`src/rtl/core/c2d_pkg.sv`:
```
`timescale 1ns / 1ps
// ----------------------------------------------------------------------------
// c2d_pkg
// shared constants, types and helpers of the fixed point conv2d relu block
// ----------------------------------------------------------------------------
package c2d_pkg;

  localparam int MAX_IN_CHANNELS  = 32;
  localparam int MAX_OUT_CHANNELS = 32;
  localparam int MAX_KERNEL       = 9;
  localparam int MAX_HEIGHT       = 64;
  localparam int MAX_WIDTH        = 64;
  localparam int FRACT_BITS       = 26;

  localparam int SAMPLE_DEPTH = MAX_IN_CHANNELS * MAX_HEIGHT * MAX_WIDTH;
  localparam int WEIGHT_DEPTH = MAX_OUT_CHANNELS * MAX_IN_CHANNELS * MAX_KERNEL * MAX_KERNEL;
  localparam int BIAS_DEPTH   = MAX_OUT_CHANNELS;

  localparam int SAMPLE_AW = $clog2(SAMPLE_DEPTH);
  localparam int WEIGHT_AW = $clog2(WEIGHT_DEPTH);
  localparam int BIAS_AW   = $clog2(BIAS_DEPTH);

  localparam int DATA_W = 32;

  // operation codes carried on tuser
  localparam logic [1:0] OP_SAMPLE  = 2'd0;
  localparam logic [1:0] OP_WEIGHT  = 2'd1;
  localparam logic [1:0] OP_BIAS    = 2'd2;
  localparam logic [1:0] OP_COMPUTE = 2'd3;

  // register indexes (byte address / 4)
  localparam logic [2:0] REG_IN_CHANNELS  = 3'd0;
  localparam logic [2:0] REG_OUT_CHANNELS = 3'd1;
  localparam logic [2:0] REG_KERNEL_SIZE  = 3'd2;
  localparam logic [2:0] REG_IMAGE_HEIGHT = 3'd3;
  localparam logic [2:0] REG_IMAGE_WIDTH  = 3'd4;

  typedef struct packed {
    logic [5:0] in_channels;
    logic [5:0] out_channels;
    logic [3:0] kernel_size;
    logic [6:0] image_height;
    logic [6:0] image_width;
  } cfg_t;

  typedef struct packed {
    logic accept;
    logic setup1;
    logic setup2;
    logic setup3;
    logic issue;
    logic out_load;
  } cmd_t;

  typedef struct packed {
    logic in_range;
    logic last_tap;
    logic pipe_busy;
    logic out_free;
  } status_t;

  // clamp a register write into 1..hi
  function automatic logic [6:0] sat_reg(input logic [6:0] v, input logic [6:0] hi);
    logic [6:0] r;
    if (v == 7'd0) begin
      r = 7'd1;
    end else if (v > hi) begin
      r = hi;
    end else begin
      r = v;
    end
    return r;
  endfunction

endpackage

```
`src/rtl/core/c2d_ctrl.sv`:
```
`timescale 1ns / 1ps
// ----------------------------------------------------------------------------
// c2d_ctrl
// sequencer for request intake, setup, tap loop, drain and result handoff
// ----------------------------------------------------------------------------
module c2d_ctrl
  import c2d_pkg::*;
(
  input  logic       clk,
  input  logic       rst,
  input  logic       in_valid,
  input  logic [1:0] in_op,
  output logic       in_ready,
  output cmd_t       cmd,
  input  status_t    status
);

  localparam logic [2:0] ST_IDLE   = 3'd0;
  localparam logic [2:0] ST_SETUP1 = 3'd1;
  localparam logic [2:0] ST_SETUP2 = 3'd2;
  localparam logic [2:0] ST_SETUP3 = 3'd3;
  localparam logic [2:0] ST_RUN    = 3'd4;
  localparam logic [2:0] ST_DRAIN  = 3'd5;
  localparam logic [2:0] ST_FINISH = 3'd6;

  logic [2:0] state;
  logic [2:0] state_next;

  assign in_ready     = (state == ST_IDLE);
  assign cmd.accept   = in_valid && (state == ST_IDLE);
  assign cmd.setup1   = (state == ST_SETUP1);
  assign cmd.setup2   = (state == ST_SETUP2);
  assign cmd.setup3   = (state == ST_SETUP3);
  assign cmd.issue    = (state == ST_RUN);
  assign cmd.out_load = (state == ST_FINISH) && status.out_free;

  always_comb begin
    state_next = state;
    case (state)
      ST_IDLE: begin
        if (cmd.accept && in_op == OP_COMPUTE && status.in_range) begin
          state_next = ST_SETUP1;
        end
      end
      ST_SETUP1: state_next = ST_SETUP2;
      ST_SETUP2: state_next = ST_SETUP3;
      ST_SETUP3: state_next = ST_RUN;
      ST_RUN: begin
        if (status.last_tap) begin
          state_next = ST_DRAIN;
        end
      end
      ST_DRAIN: begin
        if (!status.pipe_busy) begin
          state_next = ST_FINISH;
        end
      end
      ST_FINISH: begin
        if (status.out_free) begin
          state_next = ST_IDLE;
        end
      end
      default: state_next = ST_IDLE;
    endcase
  end

  always_ff @(posedge clk) begin
    if (rst) begin
      state <= ST_IDLE;
    end else begin
      state <= state_next;
    end
  end

endmodule

```
`config.mk`:
```
export PLATFORM = sky130hd
export DESIGN_NAME = c2d_ctrl
export DESIGN_NICKNAME = d
export VERILOG_FILES = /design/src/rtl/core/c2d_pkg.sv /design/src/rtl/core/c2d_ctrl.sv
export SDC_FILE = /design/constraint.sdc
export NUM_CORES = 1
export LEC_CHECK = 0
export BUFFER_PORTS_ARGS = -buffer_cell sky130_fd_sc_hd__buf_2
export CAP_MARGIN = 20
export CORE_AREA = 2 2 39 41
export DETAILED_ROUTE_END_ITERATION = 12
export DIE_AREA = 0 0 41 43
export GPL_ROUTABILITY_DRIVEN = 0
export PLACE_DENSITY = 0.39
export SLEW_MARGIN = 30
export SYNTH_ARGS = -nofsm -noshare
export SYNTH_HDL_FRONTEND = slang
export SYNTH_SLANG_ARGS = --single-unit
```
`constraint.sdc`:
```
create_clock -name clk -period 1 [get_ports clk]
set_input_delay 0.3 -clock clk [delete_from_list [all_inputs] [get_ports clk]]
set_output_delay 0.3 -clock clk [all_outputs]
set_load 0.05 [all_outputs]
```
# --- Word level (Yosys, flattened, before mapping) ---
# Cells that the tools add are included.
op_classes:
  reduce_logical: 6
  mux: 5
  n_eq_ne: 11
ops:
  columns: ["op", "count"]
  rows:
  - ["3-bit case mux with 7 select lines", 1]
  - ["3-bit two-way mux", 4]
  - ["3-bit equality test, second input constant", 3]
  - ["3-bit by 2-bit equality test with 1-bit output, second input constant", 2]
  - ["1-bit logical AND", 4]
  - ["2-bit by 1-bit inequality test with 1-bit output, second input constant", 2]
  - ["2-bit inequality test, second input constant", 2]
  - ["4-bit AND reduction", 1]
  - ["3-bit by 1-bit equality test with 1-bit output, second input constant", 1]
  - ["3-bit zero test", 1]
  - ["2-bit equality test, second input constant", 1]
word_totals:
  output_inout_bits: 7
  in_bits: 9
  word_cells: 23
  regBits: 3

# --- Longest topological paths before layout ---
# Gate-level depths: netlist (run 1).
logic_depth:
  depth_word: 6
  ltp_mapped: 4
  mapped_depth_nobuf: 3

# --- Worst setup path after synthesis (run 1) ---
# No wires, ideal clock.
synth_path:
  path_kind: "register to output"
  from: "register state[0]"
  to: "output port cmd[5] in the netlist's numbering"
  path_slack_ns: -1.437
  n_path_buf: 1
  arrival_time_ns: 2.137
  path_stages_with_launch: 4
  cell_sequence: "dfxtp_1 > buf_4 > nor3_1 > and2_1"
synth_lines:
  columns: ["item", "line", "rtl"]
  rows:
  - ["start: declaration", "c2d_ctrl.sv:26", "logic [2:0] state;"]
  - ["start signal: assignment", "c2d_ctrl.sv:71", "state <= state_next;"]
  - ["end: declaration", "c2d_ctrl.sv:14", "output cmd_t cmd,"]

==> results of run 1 <==
[power by group through the flow]
stage	clock, uW	combinational [uW]	sequential [uW]
floorplan	0	77.8	128
global placement	0	103	136
detailed placement	0	105	137
CTS	214	133	129
global route	232	152	130
finish	205	143	129
[how the worst max path moves through the flow]
stage	startpoint	endpoint	slack, ns	cells past startpoint
floorplan	state[1]$_SDFFE_PP0P_	cmd[5]	-0.56	3
global placement	state[0]$_SDFFE_PP0P_	cmd[2]	-0.35	2
detailed placement	state[0]$_SDFFE_PP0P_	cmd[2]	-0.38	2
CTS	state[0]$_SDFFE_PP0P_	state[0]$_SDFFE_PP0P_	-0.39	5
global route	state[2]$_SDFFE_PP0P_	cmd[1]	-0.45	3
finish	state[2]$_SDFFE_PP0P_	cmd[1]	-0.39	3
[layout make-up]
cell class                      count  area, sq um  area share
Timing Repair Buffer               28          239       0.445
Multi-Input combinational cell     19          180       0.336
Sequential cell                     3         71.3       0.133
Clock buffer                        4         26.3      0.0490
Tap cell                           16         20.0      0.0373
[worst min-delay path: stages]
cell,delay [ns]
buf_2,0.09
buf_4,0.11
a21oi_2,0.03
[layout by cell type, fill, tap and decap left out, drive strengths merged]
cell type / instances
o21ai: 1
dfxtp: 3
nand2: 2
o41ai: 1
and4b: 1
buf: 28
or4b: 1
a41oi: 1
nor3b: 3
nor3: 1
a21oi: 3
mux2i: 1
and2: 1
nor2: 1
nand3b: 1
clkbuf: 4
and3b: 1
[cells in the mapped netlist, drive strengths merged]
library cell  number  area [sq um]
and4b              1          10.0
nor3               1          5.00
nand2              2          7.51
o21ai              1          5.00
nor2               1          3.75
mux2i              1          10.0
o41ai              1          8.76
nor3b              3          22.5
nand3b             1          7.51
and2               1          6.26
buf                3          22.5
and3b              1          8.76
dfxtp              3          60.1
or4b               1          10.0
a41oi              1          8.76
a21oi              3          15.0
[kinds of logic after synthesis]
logic type / count (synthesis) / synth area share
buf+inv: 3 / 0.107
flops: 3 / 0.284
simple gates: 12 / 0.385
compound gates: 6 / 0.177
mux: 1 / 0.0473
[metrics by stage]
step	instances	hold slack [ns]	TNS, ns
final	70	0.336	-2.93
after global routing	70	0.343	-3.32
after CTS	66	0.331	-2.98
after detailed placement	59	0.579	-2.58
after global placement	59	0.580	-2.33
after floorplan	25	0.365	-2.43
[timing repair]
action	CTS	global route
pin swaps	4	5
setup buffers	3	4
setup endpoints to repair	9	10
hold endpoints to repair	0	0
resized for setup	25	9
[layer usage]
layer | part of all wire | track usage | vias up | wire length, microns
met5 | 0 | 0 | - | 0
met4 | 0 | 0.0600 | 0 | 0
met1 | 0.35 | 0.0769 | 146 | 274
li1 | - | - | 152 | -
met3 | 0.067 | 0.0628 | 0 | 53
met2 | 0.58 | 0.175 | 10 | 462
==> results.md, run 1 <==
- Syn Area/Cell: around 8.5 sq um
- First-iteration detailed-routing DRC count: 0
- Yosys reg bits: 3
- Max-slew violations: 0
- DRC violations left: 0
- Gate power share: 0.300
- FF-to-FF Start: state[0]$_SDFFE_PP0P_
- Worst-case reg-to-reg path depth: 5
- First-pass GRT wire length: 1140 microns
- Endpoints failing setup: 10
- Die W: 41 microns
- Wire length per cell: 11.3 microns
- FF-to-FF setup slack: -0.36 ns
- Vias in the first global route: 308
- Pwr dens: 890 mW/mm^2
- Area of the core: between 0.001 and 0.0015 sq mm
- Critical Path End Type: output pin
- Initial antenna violation count: 0
- Final period utilization: 1.39
- Minimum setup slack in the final design: -0.394 ns
- DP HPWL: 541 microns
- Cell area after synthesis: about 210 sq um
- CTS tree: built
- WHS Path Cells: 3
- TritonCTS buffer count: 3
- Static Leakage: 0.000241 uW
- I/O Pins: 16
- Reg clk slew, reported paths: 0.04 ns
- Final hold viol count: 0
- Slew headroom: 0.841
- Internal: 341 uW
- Vias/cell: 4.40
- Clock power share: 0.429
- Crit-path slowest cell: dfxtp_4
- Post-Syn Nets: 34
- Worst VDD drop: ~0.00044 V
- Hold_buf cts: 0
- Crit-path most repeated cell: buf_6
- Outcome: finished with violations
- Total grt overflow: 0
- Hold path startpoint: rst
- Max reg flops: 3
- Worst min path class: in2reg
- Slew @ Worst Pin: 0.235 ns
- Clock skew: 0.00199 ns
- Die ar.: 0.00176 sq mm
- RSZ-0062 raised after global routing: true
- ANT cells: 0
- Fmax: 717 MHz
- Minimum clock period: 1.39 ns
- Worst path bufs/invs: 2
- Sequential share of the synthesized area: 0.284
- Chip Height: 43 microns
- Via count: 308
- Largest reg by FF count: state
- Worst Path Max Fanout: 6
- Post-Synthesis Cells: 25
- Count of cell types in the netlist: 16
- CP Launch Type: register
- Clock Path Buffers: 2
- DR pass1 iterations: 1
- Yosys warning count: 0
- Sw Share: 0.287
- MaxCap Viol Count: 0
- Number of port buffers: 15
- Overall routed net length: approximately 800 microns
- Register share of total power: 0.271
- CP delay by family, top: flip-flops
- Clk_lat worst skew: 0.23 ns
- Post-DRT Antenna Nets: 0
- Critical R2R Capture: state[0]$_SDFFE_PP0P_
- Psw: 137 uW
- Post-layout total power: between 400 and 500 uW
- Dpl ws: -0.379 ns
- Area Overhead vs Synth: 154%
- Initial Utilization: 0.153
- Hold worst-path end: state[1]$_SDFFE_PP0P_
- Gr usage total: 0.101
- Clock root buffer: clkbuf_4
- Violated checks: negative setup slack
- Fill count: 146
- CP max stage delay: 0.40 ns
- Util after Layout: 0.388
- Post-route design area: 537 sq um
- Data required time at the worst endpoint: 0.70 ns
- Largest regs: state (3)
- Number of nets in the layout: 64
- Placed cell areas: between 300 and 400 sq um
- Layout cells sized above 1: 0.796
- CP Class: reg2out
- H-Tree Depth: 1
- FP Rows: 14
- Sink Count: 3
- Worst Path Arrival: 1.09 ns
- Worst path cell trace: buf_6 -> nor3b_4 -> buf_6
- Largest net degree at the start of global routing: 10
No activity file was read; power rests on OpenSTA's default activity.
==> run 2: changes to the inputs <==
--- a/config.mk
+++ b/config.mk
@@ -12,6 +12,7 @@
 export DIE_AREA = 0 0 41 43
 export GPL_ROUTABILITY_DRIVEN = 0
 export PLACE_DENSITY = 0.39
+export REMOVE_ABC_BUFFERS = 1
 export SLEW_MARGIN = 30
 export SYNTH_ARGS = -nofsm -noshare
 export SYNTH_HDL_FRONTEND = slang
==> run 2 against run 1 <==
The run still ends with negative setup slack left. Largest power group unchanged. Maximum frequency increased by 1.3%. Clock skew decreased by 0.00052 ns. Hold slack improved by 0.016 ns. Utilization decreased by 4.4 points. Combinational power decreased by 9%. Critical endpoint is now cmd[5].
==> results.md, run 2 (same netlist as run 1, synthesis figures left out) <==
- Setup crit start: state[2]$_SDFFE_PP0P_
- Fmax: 727 MHz (+1.3%)
- CP Launch Type: register
- Vias in the first global route: 251 (-19%)
- Number of nets in the layout: 61 (-4.7%)
- Largest net degree at the start of global routing: 10 (unchanged)
- First-pass GRT wire length: 972 microns (-15%)
- Chip Height: 43 microns (unchanged)
- Clock Path Buffers: 2 (unchanged)
- Largest regs: state (3)
- Multi-input logic area: 166 sq um (-7.6%)
- Max reg flops: 3 (unchanged)
- CP Class: reg2out
- Final period utilization: 1.38 (-0.0183)
- Static Leakage: 0.000225 uW (-6.5%)
- Highest metal used: met4
- RSZ-0062 raised after global routing: true
- Worst-case reg-to-reg path depth: 4 (-1)
- Worst Path Max Fanout: 7 (+1)
- FF-to-FF setup slack: -0.28 ns (+0.08 ns)
- Violated checks: negative setup slack
- Die W: 41 microns (unchanged)
- Clk_lat worst skew: 0.23 ns (about the same)
- H-Tree Depth: 1 (unchanged)
- Worst min path class: in2reg
- Util after Layout: 0.344 (-0.0443)
- Placed Cells: 60 (+1.7%)
- Slew @ Worst Pin: 0.235 ns (-0.000109 ns)
- Vias/cell: 4.27 (-3.0%)
- Via count: 286 (-7.1%)
- Register area: 71.3 sq um (unchanged)
- FP Rows: 14 (unchanged)
- Sink Count: 3 (unchanged)
- Final hold viol count: 0 (unchanged)
- DP HPWL: 453 microns (-16%)
- Crit path capture: cmd[5]
- ANT cells: 0 (unchanged)
- Initial antenna violation count: 0 (unchanged)
- WP depth: 3 (unchanged)
- Largest reg by FF count: state
- Max-slew violations: 0 (unchanged)
- Fill count: 149 (+2.1%)
- Crit-path slowest cell: dfxtp_4
- M1 WL: 290 microns (+5.8%)
- Commonest non-fill, non-tap cell in the layout: buf_4
- Commonest cells after routing, fill and taps aside: buf_4, buf_2, buf_6, clkbuf_4, dfxtp_4
- Wire length per cell: 10.0 microns (-11%)
- Number of port buffers: 15 (unchanged)
- Outcome: finished with violations
- Worst path cell trace: nor3_4 -> and2_4 -> buf_8
- Minimum clock period: 1.38 ns (-0.0183 ns)
- Area of the core: 0.00138 sq mm (unchanged)
- First-iteration detailed-routing DRC count: 1 (+1)
- Pwr dens: 984 mW/mm^2 (+11%)
- Gr usage total: 0.0864 (-0.0149)
- Clock skew: 0.00146 ns (-0.000525 ns)
- Worst Path Arrival: 1.08 ns (about the same)
- Clock root buffer: clkbuf_4
- Die ar.: 0.00176 sq mm (unchanged)
- Overall routed net length: 672 microns (-15%)
- Critical Path End Type: output pin
- Non-Filler Instances: 67 (-4.3%)
- Setup TNS: -2.61 ns (+0.315 ns)
- Worst path bufs/invs: 1 (-1)
- MaxCap Viol Count: 0 (unchanged)
- Post-route design area: 475 sq um (-11%)
- Reg clk slew, reported paths: 0.04 ns (about the same)
- Endpoints failing setup: 9 (-1)
- Worst VDD drop: 0.000492 V (+12%)
- Initial Utilization: 0.153 (unchanged)
- CTS tree: built
- Slew headroom: 0.841 (about the same)
- DRC violations left: 0 (unchanged)
- Placed cell areas: 337 sq um (-7.9%)
- Total grt overflow: 0 (unchanged)
- CP max stage delay: 0.36 ns (-0.04 ns)
- DR pass1 iterations: 2 (+1)
- Met3 wire length: 82 microns (+55%)
- Met2 Wirelength: 289 microns (-37%)
- Data required time at the worst endpoint: 0.70 ns (about the same)
- TritonCTS buffer count: 3 (unchanged)
- Minimum setup slack in the final design: -0.376 ns (+0.0183 ns)
- Layout cells sized above 1: 0.745 (-0.0512)
- Area Overhead vs Synth: 125%
- Critical R2R Capture: state[0]$_SDFFE_PP0P_
- I/O Pins: 16 (unchanged)
- Post-DRT Antenna Nets: 0 (unchanged)
- CP delay by family, top: flip-flops
- FF-to-FF Start: state[1]$_SDFFE_PP0P_
run 2: metal layers:
metal | vias up | track usage
met5 | - | 0
met4 | 0 | 0.0600
met3 | 2 | 0.0471
met2 | 16 | 0.116
met1 | 121 | 0.100
li1 | 147 | -
run 2: cell type report:
type / instances / share of cell area
tap: 16 / 0.0421
clock buffer: 4 / 0.0553
sequential: 3 / 0.150
timing repair buffer: 25 / 0.403
multi-input combinational: 19 / 0.350
run 2: power breakdown:
part	internal (uW)	leakage (uW)	switching (uW)
clock network	149	0.0000150	60.9
logic	62.6	0.000184	67.2
registers	119	0.0000266	9.03
run 2: through the flow:
stage          hold slack, ns  setup slack, ns  power [uW]
2_1_floorplan           0.369            -1.38         187
3_3_place_gp            0.578           -0.288         233
3_5_place_dp            0.582           -0.312         232
4_1_cts                 0.322           -0.385         464
5_1_grt                 0.354           -0.423         496
6_report                0.351           -0.376         468
run 2: how the worst min path moves through the flow:
stage                           from  depth (start not counted)               endpoint  slack, ns
3_3_place_gp   state[1]$_SDFFE_PP0P_                          2  state[1]$_SDFFE_PP0P_       0.58
2_1_floorplan                    rst                          1  state[1]$_SDFFE_PP0P_       0.37
3_5_place_dp                     rst                          3  state[1]$_SDFFE_PP0P_       0.58
4_1_cts                          rst                          3  state[2]$_SDFFE_PP0P_       0.32
5_1_grt                          rst                          3  state[1]$_SDFFE_PP0P_       0.35
6_report                         rst                          3  state[1]$_SDFFE_PP0P_       0.35
run 2: worst min-delay path, stage by stage:
cell and delay, ns:
buf_2 0.09, buf_4 0.12, a21oi_1 0.04
run 2: timing repair:
action / CTS / global route
pin swaps: 5 / 2
gates resized for setup: 20 / 8
hold buffers: 0 / 0
setup buffers: 4 / 1
setup endpoints to repair: 9 / 10
hold endpoints to repair: 0 / 0
